**config.mk**
```make
export PLATFORM = sky130hd
export DESIGN_NAME = lru_page_table_lookup
export DESIGN_NICKNAME = d
export VERILOG_FILES = /design/src/hdl/lpt_pkg.sv /design/src/hdl/lpt_cell.sv /design/src/hdl/lpt_ctrl.sv /design/src/hdl/lru_page_table_lookup.sv
export SDC_FILE = /design/constraint.sdc
export NUM_CORES = 1
export LEC_CHECK = 0
export BUFFER_PORTS_ARGS = -buffer_cell sky130_fd_sc_hd__buf_2
export CAP_MARGIN = 40
export CORE_MARGIN = 8
export CORE_UTILIZATION = 60
export DETAILED_ROUTE_END_ITERATION = 6
export GPL_TIMING_DRIVEN = 0
export PLACE_DENSITY_LB_ADDON = 0.15
export RECOVER_POWER = 100
export SETUP_SLACK_MARGIN = 0.15
export SLEW_MARGIN = 0
export SYNTH_ARGS = -nofsm -noshare
export SYNTH_HDL_FRONTEND = slang
export SYNTH_SLANG_ARGS = --single-unit
export TNS_END_PERCENT = 50
```
**constraint.sdc**
```tcl
create_clock -name clk -period 4.25 [get_ports clk]
set_input_delay 0.2125 -clock clk [delete_from_list [all_inputs] [get_ports clk]]
set_output_delay 0.2125 -clock clk [all_outputs]
set_load 0.05 [all_outputs]
```
**src/hdl/lpt_pkg.sv**
```systemverilog
`timescale 1ns / 1ps
// ----------------------------------------------------------------------------
// LRU page table package
// Field widths, transaction structs and the shared control types used by the
// page table lookup cells, its controller and its checker.
// ----------------------------------------------------------------------------
package lpt_pkg;

  localparam int PAGE_BITS  = 20;
  localparam int FRAME_BITS = 10;
  localparam int COUNT_BITS = 32;

  typedef logic [PAGE_BITS-1:0]  page_t;
  typedef logic [FRAME_BITS-1:0] frame_t;
  typedef logic [COUNT_BITS-1:0] count_t;

  // Input transaction.
  typedef struct packed {
    page_t  page_number;
    frame_t new_frame;
  } lpt_in_t;

  // Result transaction.
  typedef struct packed {
    frame_t frame;
    logic   fault;
    count_t fault_count;
    logic   evicted;
    page_t  evicted_page;
  } lpt_out_t;

  // Accumulated search result handed from cell to cell.
  typedef struct packed {
    logic   hit;
    frame_t frame;
    page_t  victim_page;
  } lpt_scan_t;

  // Update command broadcast to every cell at the end of a search.
  typedef struct packed {
    logic   do_hit;
    logic   do_fill;
    logic   do_evict;
    page_t  page;
    frame_t frame;
  } lpt_upd_t;

  // Controller states, one-hot.
  typedef enum logic [2:0] {
    ST_IDLE   = 3'b001,
    ST_SCAN   = 3'b010,
    ST_UPDATE = 3'b100
  } lpt_state_t;

endpackage

```
**src/hdl/lpt_cell.sv**
```systemverilog
`timescale 1ns / 1ps
// ----------------------------------------------------------------------------
// LRU page table cell
// Holds one table entry with its recency rank, adds its own compare result to
// the search passed along the chain, and applies the broadcast update.
// ----------------------------------------------------------------------------
module lpt_cell #(
  parameter int ENTRIES = 4,
  parameter int IDX     = 0
) (
  input  logic                           clk,
  input  logic                           rst_n,
  input  lpt_pkg::page_t                 query_page,
  input  lpt_pkg::lpt_scan_t             scan_in,
  input  logic [$clog2(ENTRIES)-1:0]     rank_in,
  output lpt_pkg::lpt_scan_t             scan_out,
  output logic [$clog2(ENTRIES)-1:0]     rank_out,
  input  lpt_pkg::lpt_upd_t              upd,
  input  logic [$clog2(ENTRIES)-1:0]     upd_rank,
  input  logic [$clog2(ENTRIES+1)-1:0]   fill_idx
);
  import lpt_pkg::*;

  localparam int RANK_W = $clog2(ENTRIES);
  localparam int CNT_W  = $clog2(ENTRIES + 1);

  logic              valid_r, valid_nxt;
  page_t             page_r, page_nxt;
  frame_t            frame_r, frame_nxt;
  logic [RANK_W-1:0] rank_r, rank_nxt;
  lpt_scan_t         scan_r, scan_nxt;
  logic [RANK_W-1:0] acc_rank_r, acc_rank_nxt;

  logic match;
  logic is_lru;

  assign match  = valid_r && (page_r == query_page);
  assign is_lru = valid_r && (rank_r == RANK_W'(ENTRIES - 1));

  // Add this entry's contribution to the search; entries are unique, so OR works.
  always_comb begin
    scan_nxt.hit         = scan_in.hit | match;
    scan_nxt.frame       = scan_in.frame | (match ? frame_r : '0);
    scan_nxt.victim_page = scan_in.victim_page | (is_lru ? page_r : '0);
    acc_rank_nxt         = rank_in | (match ? rank_r : '0);
  end

  always_ff @(posedge clk) begin
    scan_r     <= scan_nxt;
    acc_rank_r <= acc_rank_nxt;
  end

  assign scan_out = scan_r;
  assign rank_out = acc_rank_r;

  // Entry update: the touched, filled or replaced entry becomes most recent;
  // on a hit the younger entries age by one step, else all other valid ones do.
  always_comb begin
    valid_nxt = valid_r;
    page_nxt  = page_r;
    frame_nxt = frame_r;
    rank_nxt  = rank_r;
    if (upd.do_hit) begin
      if (valid_r && (rank_r == upd_rank)) begin
        rank_nxt = '0;
      end else if (valid_r && (rank_r < upd_rank)) begin
        rank_nxt = rank_r + RANK_W'(1);
      end
    end else if (upd.do_fill) begin
      if (CNT_W'(IDX) == fill_idx) begin
        valid_nxt = 1'b1;
        page_nxt  = upd.page;
        frame_nxt = upd.frame;
        rank_nxt  = '0;
      end else if (valid_r) begin
        rank_nxt = rank_r + RANK_W'(1);
      end
    end else if (upd.do_evict) begin
      if (is_lru) begin
        page_nxt  = upd.page;
        frame_nxt = upd.frame;
        rank_nxt  = '0;
      end else if (valid_r) begin
        rank_nxt = rank_r + RANK_W'(1);
      end
    end
  end

  always_ff @(posedge clk) begin
    if (!rst_n) begin
      valid_r <= 1'b0;
      rank_r  <= '0;
    end else begin
      valid_r <= valid_nxt;
      rank_r  <= rank_nxt;
    end
  end

  always_ff @(posedge clk) begin
    page_r  <= page_nxt;
    frame_r <= frame_nxt;
  end

endmodule

```
**src/hdl/lpt_ctrl.sv**
```systemverilog
`timescale 1ns / 1ps
// ----------------------------------------------------------------------------
// LRU page table controller
// Takes one transaction at a time, times the search along the cell chain,
// issues the update, counts faults and holds the result register.
// ----------------------------------------------------------------------------
module lpt_ctrl #(
  parameter int ENTRIES = 4
) (
  input  logic                           clk,
  input  logic                           rst_n,
  input  logic                           in_valid,
  output logic                           in_stall,
  input  lpt_pkg::lpt_in_t               in_data,
  output logic                           out_valid,
  input  logic                           out_stall,
  output lpt_pkg::lpt_out_t              out_data,
  output lpt_pkg::page_t                 query_page,
  input  lpt_pkg::lpt_scan_t             scan_last,
  input  logic [$clog2(ENTRIES)-1:0]     rank_last,
  output lpt_pkg::lpt_upd_t              upd,
  output logic [$clog2(ENTRIES)-1:0]     upd_rank,
  output logic [$clog2(ENTRIES+1)-1:0]   fill_idx
);
  import lpt_pkg::*;

  localparam int RANK_W = $clog2(ENTRIES);
  localparam int CNT_W  = $clog2(ENTRIES + 1);

  lpt_state_t        state_r, state_nxt;
  logic [RANK_W-1:0] cnt_r, cnt_nxt;
  lpt_in_t           req_r, req_nxt;
  logic [CNT_W-1:0]  fill_r, fill_nxt;
  count_t            faults_r, faults_nxt;
  logic              out_valid_r, out_valid_nxt;
  lpt_out_t          out_data_r, out_data_nxt;

  logic in_fire;
  logic upd_fire;
  logic full;
  logic miss;

  assign in_fire  = in_valid && !in_stall;
  assign upd_fire = (state_r == ST_UPDATE) && (!out_valid_r || !out_stall);
  assign full     = (fill_r == CNT_W'(ENTRIES));
  assign miss     = !scan_last.hit;

  // Sequencing of one transaction: accept, search, update.
  always_comb begin
    state_nxt = state_r;
    cnt_nxt   = cnt_r;
    case (state_r)
      ST_IDLE: begin
        if (in_valid) begin
          state_nxt = ST_SCAN;
          cnt_nxt   = '0;
        end
      end
      ST_SCAN: begin
        cnt_nxt = cnt_r + RANK_W'(1);
        if (cnt_r == RANK_W'(ENTRIES - 1)) begin
          state_nxt = ST_UPDATE;
        end
      end
      ST_UPDATE: begin
        if (upd_fire) begin
          state_nxt = ST_IDLE;
        end
      end
      default: begin
        state_nxt = ST_IDLE;
      end
    endcase
  end

  // Request register, fill count and saturating fault counter.
  always_comb begin
    req_nxt    = in_fire ? in_data : req_r;
    fill_nxt   = fill_r;
    faults_nxt = faults_r;
    if (upd_fire && miss) begin
      if (!full) begin
        fill_nxt = fill_r + CNT_W'(1);
      end
      if (faults_r != '1) begin
        faults_nxt = faults_r + COUNT_BITS'(1);
      end
    end
  end

  // Update command to the cells.
  always_comb begin
    upd.do_hit   = upd_fire && !miss;
    upd.do_fill  = upd_fire && miss && !full;
    upd.do_evict = upd_fire && miss && full;
    upd.page     = req_r.page_number;
    upd.frame    = req_r.new_frame;
  end

  // Result register: loaded at the update, released when taken.
  always_comb begin
    out_valid_nxt = out_valid_r;
    out_data_nxt  = out_data_r;
    if (upd_fire) begin
      out_valid_nxt             = 1'b1;
      out_data_nxt.frame        = miss ? req_r.new_frame : scan_last.frame;
      out_data_nxt.fault        = miss;
      out_data_nxt.fault_count  = faults_nxt;
      out_data_nxt.evicted      = miss && full;
      out_data_nxt.evicted_page = (miss && full) ? scan_last.victim_page : '0;
    end else if (out_valid_r && !out_stall) begin
      out_valid_nxt = 1'b0;
    end
  end

  always_ff @(posedge clk) begin
    if (!rst_n) begin
      state_r     <= ST_IDLE;
      cnt_r       <= '0;
      fill_r      <= '0;
      faults_r    <= '0;
      out_valid_r <= 1'b0;
    end else begin
      state_r     <= state_nxt;
      cnt_r       <= cnt_nxt;
      fill_r      <= fill_nxt;
      faults_r    <= faults_nxt;
      out_valid_r <= out_valid_nxt;
    end
  end

  always_ff @(posedge clk) begin
    req_r      <= req_nxt;
    out_data_r <= out_data_nxt;
  end

  assign in_stall   = (state_r != ST_IDLE);
  assign out_valid  = out_valid_r;
  assign out_data   = out_data_r;
  assign query_page = req_r.page_number;
  assign upd_rank   = rank_last;
  assign fill_idx   = fill_r;

endmodule

```
**src/hdl/lru_page_table_lookup.sv**
```systemverilog
`timescale 1ns / 1ps
// ----------------------------------------------------------------------------
// LRU page table lookup
// Fully associative page table with least-recently-used replacement, built
// as a chain of entry cells behind a small controller.
// ----------------------------------------------------------------------------
// The block handles one transaction at a time: it accepts it, lets the search
// ripple through the registered chain of entry cells, then updates the table
// and loads the result register. The update waits for as long as an earlier
// result is still held in the output register, so receiver stalls lengthen
// a transaction for as long as the earlier result stays stalled. The next
// transaction is accepted while the previous result still waits in the
// output register. Faults are counted in 32 bits and the count saturates at
// its maximum. After reset the table is empty and ready at once.
// ----------------------------------------------------------------------------
module lru_page_table_lookup #(
  parameter int ENTRIES = 4
) (
  input  logic                 clk,
  input  logic                 rst_n,
  input  logic                 in_valid,
  output logic                 in_stall,
  input  lpt_pkg::lpt_in_t     in_data,
  output logic                 out_valid,
  input  logic                 out_stall,
  output lpt_pkg::lpt_out_t    out_data
);
  import lpt_pkg::*;

  localparam int RANK_W = $clog2(ENTRIES);
  localparam int CNT_W  = $clog2(ENTRIES + 1);

  page_t             query_page;
  lpt_upd_t          upd;
  logic [RANK_W-1:0] upd_rank;
  logic [CNT_W-1:0]  fill_idx;
  lpt_scan_t         scan_chain [ENTRIES+1];
  logic [RANK_W-1:0] rank_chain [ENTRIES+1];

  // The search enters the chain empty.
  assign scan_chain[0] = '0;
  assign rank_chain[0] = '0;

  lpt_ctrl #(
    .ENTRIES (ENTRIES)
  ) u_ctrl (
    .clk        (clk),
    .rst_n      (rst_n),
    .in_valid   (in_valid),
    .in_stall   (in_stall),
    .in_data    (in_data),
    .out_valid  (out_valid),
    .out_stall  (out_stall),
    .out_data   (out_data),
    .query_page (query_page),
    .scan_last  (scan_chain[ENTRIES]),
    .rank_last  (rank_chain[ENTRIES]),
    .upd        (upd),
    .upd_rank   (upd_rank),
    .fill_idx   (fill_idx)
  );

  // One cell per table entry, each feeding its neighbour.
  for (genvar g = 0; g < ENTRIES; g++) begin : g_cell
    lpt_cell #(
      .ENTRIES (ENTRIES),
      .IDX     (g)
    ) u_cell (
      .clk        (clk),
      .rst_n      (rst_n),
      .query_page (query_page),
      .scan_in    (scan_chain[g]),
      .rank_in    (rank_chain[g]),
      .scan_out   (scan_chain[g+1]),
      .rank_out   (rank_chain[g+1]),
      .upd        (upd),
      .upd_rank   (upd_rank),
      .fill_idx   (fill_idx)
    );
  end

endmodule

```
=== Yosys cells after proc, flatten, opt, wreduce, memory -nomap -nowiden ===
Cells that the tools add are included.

* $lt $le $gt $ge: 4
* Reduce and logical (&&, ||, !) cells: 54
* Multiplexer cells: 84
* Equality and inequality tests: 33
* Bitwise gates (word level): 14
* $add $sub $neg: 7

{| class="wikitable"
|+ Operator list
! cell !! number
|-
| $mux 20 || 19
|-
| $mux 10 || 20
|-
| $eq 20x20->1 || 4
|-
| $mux 2 || 36
|-
| $mux 32 || 2
|-
| $or 20x20->20 || 3
|-
| $add 32x1->32 const B || 1
|-
| $ne 32x32->1 const B || 1
|-
| $or 10x10->10 || 3
|-
| $logic_and 1x1->1 || 24
|-
| $reduce_and 4->1 || 4
|-
| $reduce_and 3->1 || 5
|-
| $reduce_bool 2->1 || 7
|-
| $ne 3x1->1 const B || 4
|-
| $reduce_and 2->1 || 6
|-
| $add 2x1->2 const B || 5
|-
| $eq 2x2->1 const B || 5
|-
| $ne 2x1->1 const B || 5
|-
| $mux 3 || 3
|-
| $pmux 3 s3 || 1
|-
| $eq 2x2->1 || 4
|-
| $lt 2x2->1 || 4
|-
| $eq 2x3->1 const A || 2
|-
| $eq 3x3->1 const B || 2
|-
| 15 further kinds || 26
|}

* Word-level logic and storage cells: 240
* Bits of input ports: 34
* Output and inout port bits: 66
* Flip-flop bits (word level): 399

=== Longest topological paths before layout ===
Gate-level depths: netlist of the first run.

* Depth after elaboration: 8
* Mapped depth: 8
* Gate-level depth less buffers: 7

=== By module ===
A second synthesis of the first run with hierarchy kept.

* Cell total of the unflattened synthesis: 1138
* Area, all modules: 15569.9 µm²

{| class="wikitable"
|+ Modules (own cells, without submodules)
! module !! times used !! cells each !! seq. area each (µm²) !! area an instance (µm²)
|-
| lpt_ctrl || 1 || 455 || 3643.5 || 5926.9
|-
| lpt_cell (g_cell[1].u_cell ...) || 2 || 177 || 1621.6 || 2441.1
|-
| lpt_cell (g_cell[0].u_cell) || 1 || 164 || 1621.6 || 2383.5
|-
| lpt_cell (g_cell[3].u_cell) || 1 || 164 || 1621.6 || 2373.5
|-
| lru_page_table_lookup || 1 || 1 || 0.0 || 3.8
|}

=== Worst setup path before layout of the first run ===
OpenSTA, ideal clock, no wires.

* Path kind: register to register
* From: register u_ctrl.out_valid_r (netlist: u_ctrl.out_valid)
* To: register g_cell[0].u_cell.frame_r[0] (enable)
* Cell stages (with the launch flop): 5
* Buffers on the path: 0
* Arrival: 2.750 ns
* Data required time: 3.823 ns
* Setup time: 0.427 ns
* Setup slack: 1.072 ns
* Period minus slack after synthesis: 3.178 ns
* Path through: dfxtp_1 a21oi_2 and2_1 nand2_1 a21oi_1

* Cells in the longest elaborated chain, start to end: 7
* Elaborated cells on any way between the ends: 12
* Those cells by class: eq/ne: 1; bitwise: 1; reduce/logical: 10

{| class="wikitable"
|+ Ends and longest elaborated chain
! element !! RTL line !! source
|-
| start, declared || lpt_ctrl.sv:35 || <nowiki>logic out_valid_r, out_valid_nxt;</nowiki>
|-
| start signal, assigned || lpt_ctrl.sv:128 || <nowiki>out_valid_r <= out_valid_nxt;</nowiki>
|-
| $logic_not 1->1 * || lpt_ctrl.sv:44 || <nowiki>assign upd_fire = (state_r == ST_UPDATE) && (!out_valid_r || !out_stall);</nowiki>
|-
| $logic_or 1x1->1 * || lpt_ctrl.sv:44 ||
|-
| $logic_and 1x1->1 * || lpt_ctrl.sv:44 ||
|-
| $logic_and 1x1->1 || lpt_ctrl.sv:94, lpt_ctrl.sv:95 ||
|-
| $logic_and 1x1->1, on equally long branches || lpt_ctrl.sv:94, lpt_ctrl.sv:95 ||
|-
| $ne 2x2->1 (no line) or $reduce_bool 2->1 (tied branches) || n/a ||
|-
| $reduce_and 4->1 (no line) * || n/a ||
|-
| end signal, assigned || lpt_cell.sv:101 || <nowiki>frame_r <= frame_nxt;</nowiki>
|-
| end, declared || lpt_cell.sv:29 || <nowiki>frame_t frame_r, frame_nxt;</nowiki>
|}

Mark *: on every way between the ends. The rest lies on a longest branch, timed or not.
A chain may end at the register's enable or synchronous reset.

=== Final worst setup path of the first run ===
* From: register u_ctrl.state_r[2]
* To: register g_cell[0].u_cell.page_r[16] (enable)

* Cells in the longest elaborated chain, start to end: 6
* Elaborated cells on any way between the ends: 11
* Those cells by class: eq/ne: 2; bitwise: 1; reduce/logical: 8

{| class="wikitable"
|+ Ends and longest elaborated chain
! element !! RTL line !! source
|-
| start, declared || lpt_ctrl.sv:30 || <nowiki>lpt_state_t state_r, state_nxt;</nowiki>
|-
| start signal, assigned || lpt_ctrl.sv:124 || <nowiki>state_r <= state_nxt;</nowiki>
|-
| $eq 3x3->1 * || lpt_ctrl.sv:44 ||
|-
| $logic_and 1x1->1 * || lpt_ctrl.sv:44 ||
|-
| $logic_and 1x1->1 || lpt_ctrl.sv:94, lpt_ctrl.sv:95 ||
|-
| $logic_and 1x1->1, on equally long branches || lpt_ctrl.sv:94, lpt_ctrl.sv:95 ||
|-
| $ne 2x2->1 (no line) or $reduce_bool 2->1 (tied branches) || n/a ||
|-
| $reduce_and 4->1 (no line) * || n/a ||
|-
| end signal, assigned || lpt_cell.sv:100 || <nowiki>page_r <= page_nxt;</nowiki>
|-
| end, declared || lpt_cell.sv:28 || <nowiki>page_t page_r, page_nxt;</nowiki>
|}

Marked as above.

==> run summary, run 1 <==
The final design utilization is 71.0%. The core region is 24200 sq um. The run gives 7.08 nW as the leakage power summed over all cells. The run gives 0 as the total number of yosys warnings. The weighted congestion at the end of routability-driven global placement was 0.848. The number of nets in the layout is 1281.

Walking the worst path, the cells encountered are nor3b_1, clkbuf_1, and2_0, nand2_1, a21oi_4, buf_16. The total overflow left after global routing is 0. The tools report the number of endpoints failing setup at the final stage as 0. The later pin in the worst-skew pair is clocked with a latency of 0.52 ns. For this design, the sink count on the clock tree is 399.

For this run, the slowest stage of the critical path takes 0.62 ns. The number of library cell types mapped by synthesis was 57. The tools report the startpoint of the lowest-slack register-to-register path as u_ctrl.state_r[2].

Dividing the detail-routed via count by the number of cells gives 5.40. For this run, the leading register cell type out of synthesis is edfxtp_1. Entering global routing, the biggest net connects 48 pins.

For this block, the via count after detailed routing is 8561. The HPWL after detailed placement is 19500 microns. After synthesis the netlist holds a flip-flop and latch count of 399. The mapped netlist covers 14700 sq um. The flow ran to the end, and the final reports show no timing, DRC or antenna violations. Summing the sequential cell areas from Yosys gives 69.0% of the chip area. The tools report the number of cells in the design after placement as 1480.

The final hold violation count was 0. The tools report the relative slew slack as 43.1%. Prior to clock tree synthesis, the placed netlist has a worst setup slack of 1.57 ns. The hold path startpoint was in_valid. The effective utilization at floorplan came out at 60.7%.

Path class of the lowest-slack min-delay path: input pin to flop. The worst path in the final design needs a cycle of 3.10 ns, including I/O delays and setup. The tools report the finished layout cell area as 17200 sq um. STA classifies the critical path startpoint as a flop.

The logs give 45600 microns for the global-route wire length before repair and 100 for the boundary pin count. In this run the mean area of a mapped cell was 14.0 sq um. CTS built an H-tree with a depth of 2. The critical-path maximum fanout came out at 23. The slack of the worst reg-to-reg path is 1.15 ns, and the floorplan die area is 29700 sq um.

At the pin with the least slew margin, the transition time is 0.845 ns. Cell with the largest stage delay on the worst path: nor3b_1. The detail-routed net length per standard cell is 18.3 microns.

The logs give 0 for the total of max-cap violations and 322 MHz for the maximum frequency from static timing analysis. The number of DRC violations after detailed routing is 0. The worst setup path is of the flop to flop kind. The tools report the buffer depth of the longest clock path as 3. The run gives 0 as the number of post-CTS setup repair buffers.

For the worst-case setup margin in the final layout, the log shows 1.15 ns. The summed negative setup slack over all endpoints is 0 ns. Instance count of the mapped netlist: 1047. The worst hold path passes through 4 cells. Post-synth net total: 1100. The worst IR drop on VDD came out at 0.412 mV.

The share of layout cells above drive strength 1 is 9.68%. The floorplan has 57 rows. After filler insertion, the fill cell instance count of the layout stands at 1670.

STA puts the critical path data required time at 4.47 ns. Across the routed clock network, the largest skew measured is 0.0147 ns. The clock transition at the registers of the reported paths came out at 0.06 ns. The launch point of the critical path is u_ctrl.state_r[2]. Measured in cells, the most critical reg-to-reg path has a length of 6.

The design draws 7.69 mW. The signed area change from the synthesized netlist to the final layout came out at 17.1%. The number of pins with negative max-slew slack in the final report was 0; the async set-or-reset flop fraction in the synthesized netlist was 0%.

In this run the clock root is driven by a clkbuf_16. The power per cell area is 448 nW/um^2, and the worst hold slack after final layout is 0.110 ns. The worst setup path is captured at a flop. The initial antenna violation count is 0, and the cell area after placement is 15800 sq um. The number of enable-type register cells in the synthesized netlist works out to 214. Buffers inserted during clock tree synthesis total 40.

The antenna cell count came out at 0. The number of global-route vias before repair was 8507; the die height was 172 microns. The total wire length is 29100 microns. Setup repair after global routing left no endpoint under its margin. In this run, post-CTS repair resized a total of 0 instances.

In this run the remaining antenna-violating nets after routing total 0. The number of hold buffers added after CTS is 30. The initial DRC count was 598.

The final clock period utilization by the worst path came out at 73.0%. TritonCTS built the clock tree. The die is 172 microns wide. After the flow finishes, the layout carries non-filler instances totaling 1584. STA puts the critical path data arrival time at 3.33 ns.

The number of port buffers is 99, and the number of detailed-route iterations in the first pass is 5. Across every metal layer, demand over resource in global routing totals 19.8%.
-- layer usage --
layer  share of wire, %  track usage, %  routed length (microns)  up-vias
met5                  0               0                        0        -
met4                2.2            6.18                      636        0
met3                5.9            3.31                     1700       53
met2                 45            31.0                    13100      240
met1                 47            27.8                    13600     4113
li1                   -               -                        -     4155
-- registers in the layout, summed over array words and instances (netlist names) --
name,flops
g_cell.u_cell.scan_out,124
g_cell.u_cell.page_r,80
u_ctrl.out_data,64
g_cell.u_cell.frame_r,40
u_ctrl.faults_r,32
u_ctrl.query_page,20
u_ctrl.upd,10
g_cell.u_cell.rank_out,8
g_cell.u_cell.rank_r,8
g_cell.u_cell.valid_r,4
u_ctrl.fill_idx,3
u_ctrl.state_r,3
u_ctrl.cnt_r,2
u_ctrl.out_valid,1
-- power breakdown --
group          switching, mW  internal (mW)
logic                 0.0710         0.0705
clock network           1.39           2.03
registers             0.0498           4.08
total                   1.51           6.18
-- placed cells by master, fill, tap and decap left out, types with 4 or more instances in the layout --
cell,instances
mux2_2,9
nor2b_1,10
buf_2,37
nor2_1,16
and2_0,37
dfxtp_1,185
dlygate4sd3_1,30
and3_1,34
edfxtp_1,214
xor2_1,54
and4_1,10
nand2_1,50
ha_1,19
o21ai_0,15
a21o_1,97
nand3_1,21
a2111oi_0,4
clkbuf_1,119
nor4_1,17
xnor2_1,56
inv_1,16
a211oi_1,6
a21oi_1,10
mux2i_1,12
clkinv_2,6
o21a_1,5
clkbuf_8,6
nand4_1,20
a31oi_1,8
and2_1,24
clkbuf_16,43
nand2b_1,13
-- cell type report --
cell class | count | area [sq um] | area share, %
Sequential cell | 399 | 10100 | 59.0
Multi-Input combinational cell | 591 | 4260 | 24.8
Clock buffer | 61 | 1200 | 7.01
Timing Repair Buffer | 139 | 853 | 4.97
Tap cell | 324 | 405 | 2.36
Buffer | 40 | 156 | 0.911
Clock inverter | 13 | 106 | 0.619
Inverter | 17 | 63.8 | 0.372
-- logic make-up (layout without fill, tap and decap cells) --
group	Yosys count	in the layout	share of synthesized area, %
flops	399	399	69.0
compound gates	170	170	8.61
fa+ha+maj	19	19	1.62
buf+inv	57	270	1.55
mux	24	24	1.74
simple gates	268	268	10.9
xor+xnor	110	110	6.57
-- Yosys cell counts (2+ instances only) --
master	instances	area share (%)
and3_1	34	1.4
mux2_2	12	0.92
inv_1	17	0.43
and4_1	10	0.60
a31oi_1	8	0.34
nand4_4	3	0.43
a211oi_2	2	0.17
a21oi_1	11	0.38
mux2i_1	12	0.82
o211a_1	2	0.14
edfxtp_1	214	44
nor4_1	16	0.68
or2_2	3	0.13
a21o_1	97	5.0
ha_1	19	1.6
o21a_1	5	0.26
nor2_1	18	0.46
o32ai_1	3	0.18
nand2_1	50	1.3
nand4_1	18	0.77
nand2b_1	13	0.55
o22ai_1	2	0.085
buf_2	8	0.27
nor2b_1	10	0.43
o221ai_1	3	0.18
a311oi_1	2	0.12
a2111oi_2	3	0.31
xnor2_1	56	3.3
o21ai_0	15	0.51
a21boi_0	3	0.15
dfxtp_1	185	25
and2_1	61	2.6
buf_1	2	0.051
nor3_1	3	0.10
a211oi_1	4	0.20
nand3_1	21	0.72
xor2_1	54	3.2
clkbuf_1	29	0.74
-- worst max-delay path, delay by kind of cell, from the launching register on --
family	cells	cell delay [ns]
AO/OA/AOI/OAI	1	0.45
buffers and inverters	2	0.70
flip-flops	1	0.43
AND/OR/NAND/NOR	3	1.21
-- final timing paths --
path                                                      end
worst max-delay path              g_cell[0].u_cell.page_r[16]
worst min-delay path                          u_ctrl.cnt_r[0]
worst max register to register    g_cell[0].u_cell.page_r[16]
worst min register to register  g_cell[1].u_cell.scan_out[28]
Power figures use the tool's default switching activity.
==> run 2, diff against run 1 <==
--- a/config.mk
+++ b/config.mk
@@ -5,10 +5,11 @@
 export SDC_FILE = /design/constraint.sdc
 export NUM_CORES = 1
 export LEC_CHECK = 0
+export ABC_AREA = 1
 export BUFFER_PORTS_ARGS = -buffer_cell sky130_fd_sc_hd__buf_2
 export CAP_MARGIN = 40
 export CORE_MARGIN = 8
-export CORE_UTILIZATION = 60
+export CORE_UTILIZATION = 54
 export DETAILED_ROUTE_END_ITERATION = 6
 export GPL_TIMING_DRIVEN = 0
 export PLACE_DENSITY_LB_ADDON = 0.15
==> constraint.sdc (replaced) <==
create_clock -name clk -period 2.6 [get_ports clk]
set_input_delay 0.13 -clock clk [delete_from_list [all_inputs] [get_ports clk]]
set_output_delay 0.13 -clock clk [all_outputs]
set_load 0.05 [all_outputs]
==> run summary, run 2 <==
The power per cell area is 742 nW/um^2 (+66%), and the buffer depth of the longest clock path is 3 (unchanged). The number of DRC violations after detailed routing was 0 (unchanged). The global routing usage summed across all routing layers was 19.4% (-0.39 points); the pin slew with the least headroom to its limit was 0.788 ns (-0.0569 ns). Floorplan die area: 34800 sq um (+17%). The async set-or-reset flop fraction in the synthesized netlist is 0% (unchanged), and the detail-routed net length per standard cell is 16.3 microns (-11%). The summed negative setup slack over all endpoints came out at 0 ns (unchanged). The share of the synthesized area in the top cell type came out at 41.0% (-2.9 points). For the number of pins with negative max-slew slack in the final report, the log shows 0 (unchanged). The tools report the number of filler instances in the final layout as 2280 (+37%).

The number of enable-type register cells in the synthesized netlist is 214 (unchanged). The number of nets in the layout is 1753 (+37%). The number of port buffers was 99 (unchanged); the number of detailed-route iterations in the first pass was 6 (+1).

The total number of yosys warnings came out at 0 (unchanged). The run gives 418 MHz (+30%) as the maximum frequency from static timing analysis. The run gives 0.581 mV (+41%) as the worst IR drop on VDD. The tools report the post-synth net total as 1567 (+42%).

For the post-synthesis instance area, the log shows 15700 sq um (+7.0%). The number of endpoints failing setup at the final stage came out at 0 (unchanged). The number of global-route vias before repair came out at 10600 (+25%). The instance count of the mapped netlist is 1514 (+45%), and the worst hold slack after final layout is -0.0178 ns (-0.128 ns). The effective utilization at floorplan was 54.8% (-5.9 points); the weighted congestion at the end of routability-driven global placement was 0.897 (+5.7%). The min-delay analysis places its worst path in the category input pin to flop. TritonCTS built the clock tree.

The final design utilization was 64.9% (-6.1 points). Setup repair after global routing could not meet its margin everywhere. The critical-path maximum fanout was 10 (-57%). The most common cell in the netlist is nand2_1.

For the number of buffers created by CTS, the log shows 40 (unchanged). The logs give 848 (+42%) for the initial DRC count and 0 (unchanged) for the remaining antenna violation count. The average instance area after synthesis came out at 10.4 sq um (-26%). The final clock period utilization by the worst path came out at 92.1% (+19 points). The share of layout cells above drive strength 1 works out to 9.30% (-0.39 points). The logs give 38 (-33%) for the number of library cell types mapped by synthesis and 0.00814 ns (-0.00658 ns) for the setup skew after layout. The wire length on met3 was 2410 microns (+41%). The logs give 0.53 ns (about the same) for the clock insertion delay at the later pin of the skew report and 34500 microns (+19%) for the total wire length.

For the number of H-tree levels, the log shows 2 (unchanged). The initial antenna violation count was 0 (unchanged); the number of flip-flops under the largest register name was 124 (unchanged). For the total vias in the final route, the log shows 10800 (+26%). After synthesis, the cell types taking the most area are edfxtp_1, dfxtp_1, nand2_1. The antenna cell count came out at 0 (unchanged).

The library cells used most frequently in the layout, excluding fill and tap cells, are nand2_1, inv_1, edfxtp_1. The run finished, with violations left. The via density per instance came out at 5.10 (-5.6%). The largest net degree at the start of global routing is 70 (+46%), and the share of synthesized area occupied by flip-flops and latches is 64.6% (-4.5 points). The detailed-placement wirelength estimate is 24700 microns (+27%), and the shortest period the worst path allows is 2.39 ns (-0.710 ns).

The kind of start point of the critical path is a flop. Worst-case setup margin in the final layout: 0.206 ns (-0.940 ns). Sorting the synthesized cells by how often they occur yields nand2_1, inv_1, edfxtp_1. The global-route wire length before repair is 54900 microns (+21%), and the die height is 186 microns (+8.2%). The run gives 0 (unchanged) as the total overflow reported by the global router. For the total of max-cap violations, the log shows 0 (unchanged).

The worst setup path is of the flop to flop kind. The data required time of the worst path is 3.07 ns (-1.40 ns). For the boundary pin count, the log shows 100 (unchanged). The clock transition at the registers of the reported paths is 0.06 ns (about the same). The number of register bits inferred by synthesis is 399 (unchanged). The met2 routed wirelength is 15200 microns (+15%), and the die width is 186 microns (+8.2%). The run gives 15800 microns (+17%) as the met1 wire length. The core footprint came out at 28600 sq um (+18%). The final reports fail on hold timing.

From synthesis to final layout, the design area changed by 18.5%. The uppermost layer routed is met4. The leakage power summed over all cells is 7.44 nW (+5.1%), and the final hold violation count is 1 (+1).

The data arrival time of the worst path is 2.86 ns (-0.47 ns). The run gives 0.100 ns (-1.47 ns) as the setup slack at placement. The largest area contributor in the synthesized netlist was edfxtp_1. In the synthesized netlist the dominant register cell turns out to be edfxtp_1.

The library cell used most frequently in the layout, excluding fill and tap cells, is nand2_1. Row count: 62 (+8.8%). The tools report the root buffer cell as clkbuf_16. The relative slew slack is 47.3% (+4.2 points). STA classifies the critical path endpoint as a flop. The logs give 2004 (+35%) for the number of cells in the design after placement and 399 (unchanged) for the clock sink total. Final cell count without fillers: 2116 (+34%).
## run 2: cell types whose count changed in the layout (fill, tap and decap cells not counted), moves of 46 or more
cell / change
inv_1: +200
nand2_1: +247
o21bai_1: +46
nand3_1: +49
nor2_1: +148
a21o_1: -71
## run 2: final cells by class
class | instances | area, sq um | area share [%]
repair inverters | 1 | 7.51 | 0.0404
repair buffers | 143 | 911 | 4.90
plain buffers | 39 | 190 | 1.02
well taps | 384 | 480 | 2.58
flip-flops and latches | 399 | 10100 | 54.5
clock buffers | 51 | 1120 | 6.00
clock inverters | 23 | 432 | 2.32
multi-input cells | 859 | 4480 | 24.1
inverters | 217 | 841 | 4.52
## run 2: routing by layer
layer / global-route usage (%) / vias to the layer above
met5: 0 / -
met4: 6.51 / 0
met3: 4.31 / 77
met2: 30.7 / 374
met1: 26.1 / 4972
li1: - / 5376
## run 2: per-stage QoR
step	area (sq um)	power [mW]
6_report	18600	13.8
5_1_grt	18600	14.2
4_1_cts	18800	13.9
3_5_place_dp	16900	7.31
3_3_place_gp	16800	7.29
2_1_floorplan	15800	7.13
## run 2: what timing repair did
item | in CTS | in global routing
gates resized for setup | 0 | 1
endpoints found under the setup margin | 32 | 42
hold buffers | 32 | 0
buffers inserted | 2 | 3
gates cloned | 0 | 1
pin swaps | 1 | 1
endpoints found under the hold margin | 35 | 0
## run 2: worst paths after layout
check	startpoint	endpoint	slack, ns	cells past startpoint
setup / recovery	u_ctrl.query_page[19]	g_cell[1].u_cell.scan_out[25]	0.21	9
hold / removal	in_valid	u_ctrl.state_r[0]	-0.02	4
setup reg to reg	u_ctrl.query_page[19]	g_cell[1].u_cell.scan_out[25]	0.21	9
hold reg to reg	g_cell[2].u_cell.scan_out[21]	g_cell[3].u_cell.scan_out[21]	0.40	2
## run 2: worst max-delay path, stage by stage, from the launching register on
cell,delay [ns]
edfxtp_1,0.59
inv_1,0.24
nand2_1,0.10
o21ai_0,0.12
nor2_1,0.14
nand2_1,0.08
nor2_1,0.40
clkbuf_1,0.41
nand4_1,0.16
nand2_1,0.09
## run 2: power by group
part           internal, mW  total, mW  switching, mW
clock                  4.24       6.59           2.35
combinational         0.135      0.354          0.219
sequential             6.72       6.85          0.123
## run 2: cell families (layout without fill, tap and decap cells)
logic type | after synthesis | count (layout) | share of synthesized area (%)
AOI/OAI and AO/OA | 203 | 203 | 8.32
xor gates and xnor gates | 32 | 32 | 1.79
adders and majority gates | 19 | 19 | 1.52
buffers and inverters | 256 | 474 | 6.54
DFF | 399 | 399 | 64.6
and+or+nand+nor | 605 | 605 | 17.3
==> run 3, diff against run 2 <==
--- a/config.mk
+++ b/config.mk
@@ -5,12 +5,12 @@
 export SDC_FILE = /design/constraint.sdc
 export NUM_CORES = 1
 export LEC_CHECK = 0
-export ABC_AREA = 1
-export BUFFER_PORTS_ARGS = -buffer_cell sky130_fd_sc_hd__buf_2
+export ABC_AREA = 0
 export CAP_MARGIN = 40
 export CORE_MARGIN = 8
-export CORE_UTILIZATION = 54
+export CORE_UTILIZATION = 57
 export DETAILED_ROUTE_END_ITERATION = 6
+export DONT_BUFFER_PORTS = 1
 export GPL_TIMING_DRIVEN = 0
 export PLACE_DENSITY_LB_ADDON = 0.15
 export RECOVER_POWER = 100
==> run summary, run 3 (synthesized netlist as in run 1, its figures left out) <==
The run gives 583 (-31%) as the initial DRC count. The number of pins with negative max-slew slack in the final report was 0 (unchanged). The final cell count without fillers was 1524 (-28%); the row count was 58 (-6.5%).

The signed area change from the synthesized netlist to the final layout works out to 17.6%. The number of buffers created by CTS is 41 (+2.5%). The setup skew after layout is 0.0126 ns (+0.00443 ns), and the die width is 176 microns (-5.4%). The run gives 399 (unchanged) as the clock sink total. The weighted congestion at the end of routability-driven global placement was 0.843 (-6.0%). The relative slew slack was 18.0% (-29 points). The number of flip-flops under the largest register name is 124 (unchanged). The initial antenna violation count is 0 (unchanged). The path class of the lowest-slack min-delay path was input pin to flop.

The run gives 2 (unchanged) as the number of H-tree levels. The tools report the buffer depth of the longest clock path as 3 (unchanged). The tree is rooted in a clkbuf_16.

The pin slew with the least headroom to its limit works out to 1.22 ns (+0.434 ns). The run gives 13.1 mW (-4.9%) as the total power draw. Detailed-placement wirelength estimate: 19300 microns (-22%). The clock insertion delay at the later pin of the skew report is 0.53 ns (about the same).

Global routing usage summed across all routing layers: 18.7% (-0.67 points). The largest incremental delay on the critical path works out to 0.64 ns (+0.05 ns). Setup repair after global routing could not meet its margin everywhere. STA classifies the critical path startpoint as a flop. The number of DRC violations after detailed routing was 0 (unchanged); the shortest period the worst path allows was 2.37 ns (-0.0281 ns).

The logs give 0.0922 ns (+0.110 ns) for the worst hold slack after final layout and 0 (unchanged) for the total overflow reported by the global router. The total wire length was 29500 microns (-14%); the largest net degree at the start of global routing was 44 (-37%). The run gives 8348 (-23%) as the total vias in the final route. Number of global-route vias before repair: 8257 (-22%).

The tools report the final hold violation count as 0 (-1). The top cell types in the final layout, fill and taps aside, are edfxtp_1, dfxtp_1, a21o_1. The library cell used most frequently in the layout, excluding fill and tap cells, is edfxtp_1. The critical path in this run is classified as flop to flop.

Number of port buffers: 0 (-100%). The kind of cell with the highest combined delay along the critical path is buffers and inverters. The run gives 0 (unchanged) as the number of endpoints failing setup at the final stage.

The final clock period utilization by the worst path is 91.0% (-1.1 points), and the detail-routed net length per standard cell is 19.4 microns (+19%). The critical path goes through clkbuf_1, clkbuf_1, mux2_2. The tools report the effective utilization at floorplan as 58.1% (+3.3 points). Global-route wire length before repair: 46000 microns (-16%). The run gives 31100 sq um (-10%) as the floorplan die area. Among the stages of the critical path, the cell type that occurs most often is clkbuf_1. TritonCTS built the clock tree. The core footprint was 25300 sq um (-12%). The number of detailed-route iterations in the first pass was 5 (-1); the antenna cell count was 0 (unchanged). The via density per instance was 5.48 (+7.3%); the cell area after placement was 15300 sq um (-9.6%).

The maximum frequency from static timing analysis was 423 MHz (+1.2%); the leakage power summed over all cells was 7.12 nW (-4.3%). The number of buffers and inverters on the critical path is 2 (unchanged). For the total of max-cap violations, the log shows 0 (unchanged).

Endpoint kind of the worst setup timing path: a flop. The logs give 0 (unchanged) for the remaining antenna violation count and 2.87 ns (-0.20 ns) for the data required time of the worst path. For the number of nets in the layout, the log shows 1214 (-31%).

The power per cell area was 760 nW/um^2 (+2.4%); the number of cells in the design after placement was 1385 (-31%). The die height was 176 microns (-5.4%); the summed negative setup slack over all endpoints was 0 ns (unchanged). Share of layout cells above drive strength 1: 11.6% (+2.3 points).

The logs give 2.64 ns (-0.22 ns) for the data arrival time of the worst path and 17300 sq um (-7.2%) for the finished layout cell area. The clock transition at the registers of the reported paths is 0.06 ns (about the same). The flow ran to the end, and the final reports show no timing, DRC or antenna violations. The critical-path maximum fanout works out to 10 (unchanged). On the critical path, the stage with the largest delay is an instance of clkbuf_1. The worst IR drop on VDD was 0.742 mV (+28%); the boundary pin count was 100 (unchanged).
[run 3: cell type report]
type / instances / area [sq um]
Sequential cell: 399 / 10100
Fill cell: 1795 / 8000
Multi-Input combinational cell: 591 / 4350
Clock buffer: 58 / 1240
Timing Repair Buffer: 70 / 673
Tap cell: 330 / 413
Clock inverter: 18 / 218
Buffer: 40 / 166
Inverter: 17 / 65.1
Timing Repair inverter: 1 / 5.00
[run 3: report_power, final]
group / leakage [nW] / internal [mW] / switching (mW)
logic: 2.96 / 0.124 / 0.137
clock network: 0.713 / 3.74 / 2.37
registers: 3.45 / 6.67 / 0.0647
[run 3: per-stage QoR]
step	worst slack, ns	util (%)
floorplan	-0.143	-
global placement	-1.20	59.8
detailed placement	0.00234	60.6
CTS	0.159	67.9
global route	0.0817	68.3
finish	0.234	68.3
[run 3: routing by layer]
metal  vias up  GRT usage (%)  share of wire [%]
li1       4033              -                  -
met1      4035           26.6                 48
met2       232           29.1                 46
met3        48           3.70                5.0
met4         0           4.87                1.5
met5         -              0                  0
[run 3: worst reg2reg max path, cell delays in order, from the launching register on]
cell and delay (ns):
dfxtp_1 0.52, clkbuf_1 0.54, clkbuf_1 0.64, mux2_2 0.42
[run 3: timing repair]
action | 4_1_cts | 5_1_grt
pin swaps | 1 | 0
resized for setup | 2 | 11
hold endpoints to repair | 38 | 0
setup endpoints to repair | 107 | 95
hold buffers | 33 | 0
buffers inserted | 4 | 25
gates cloned | 1 | 0
[run 3: final timing paths]
check                                      from                       endpoint  slack (ns)  cells after the start
hold reg to reg   g_cell[0].u_cell.scan_out[28]  g_cell[1].u_cell.scan_out[28]        0.40                      1
setup reg to reg  g_cell[3].u_cell.scan_out[30]            u_ctrl.out_data[58]        0.23                      3
hold / removal                            rst_n     g_cell[3].u_cell.rank_r[1]        0.09                      3
setup / recovery  g_cell[3].u_cell.scan_out[30]            u_ctrl.out_data[58]        0.23                      3
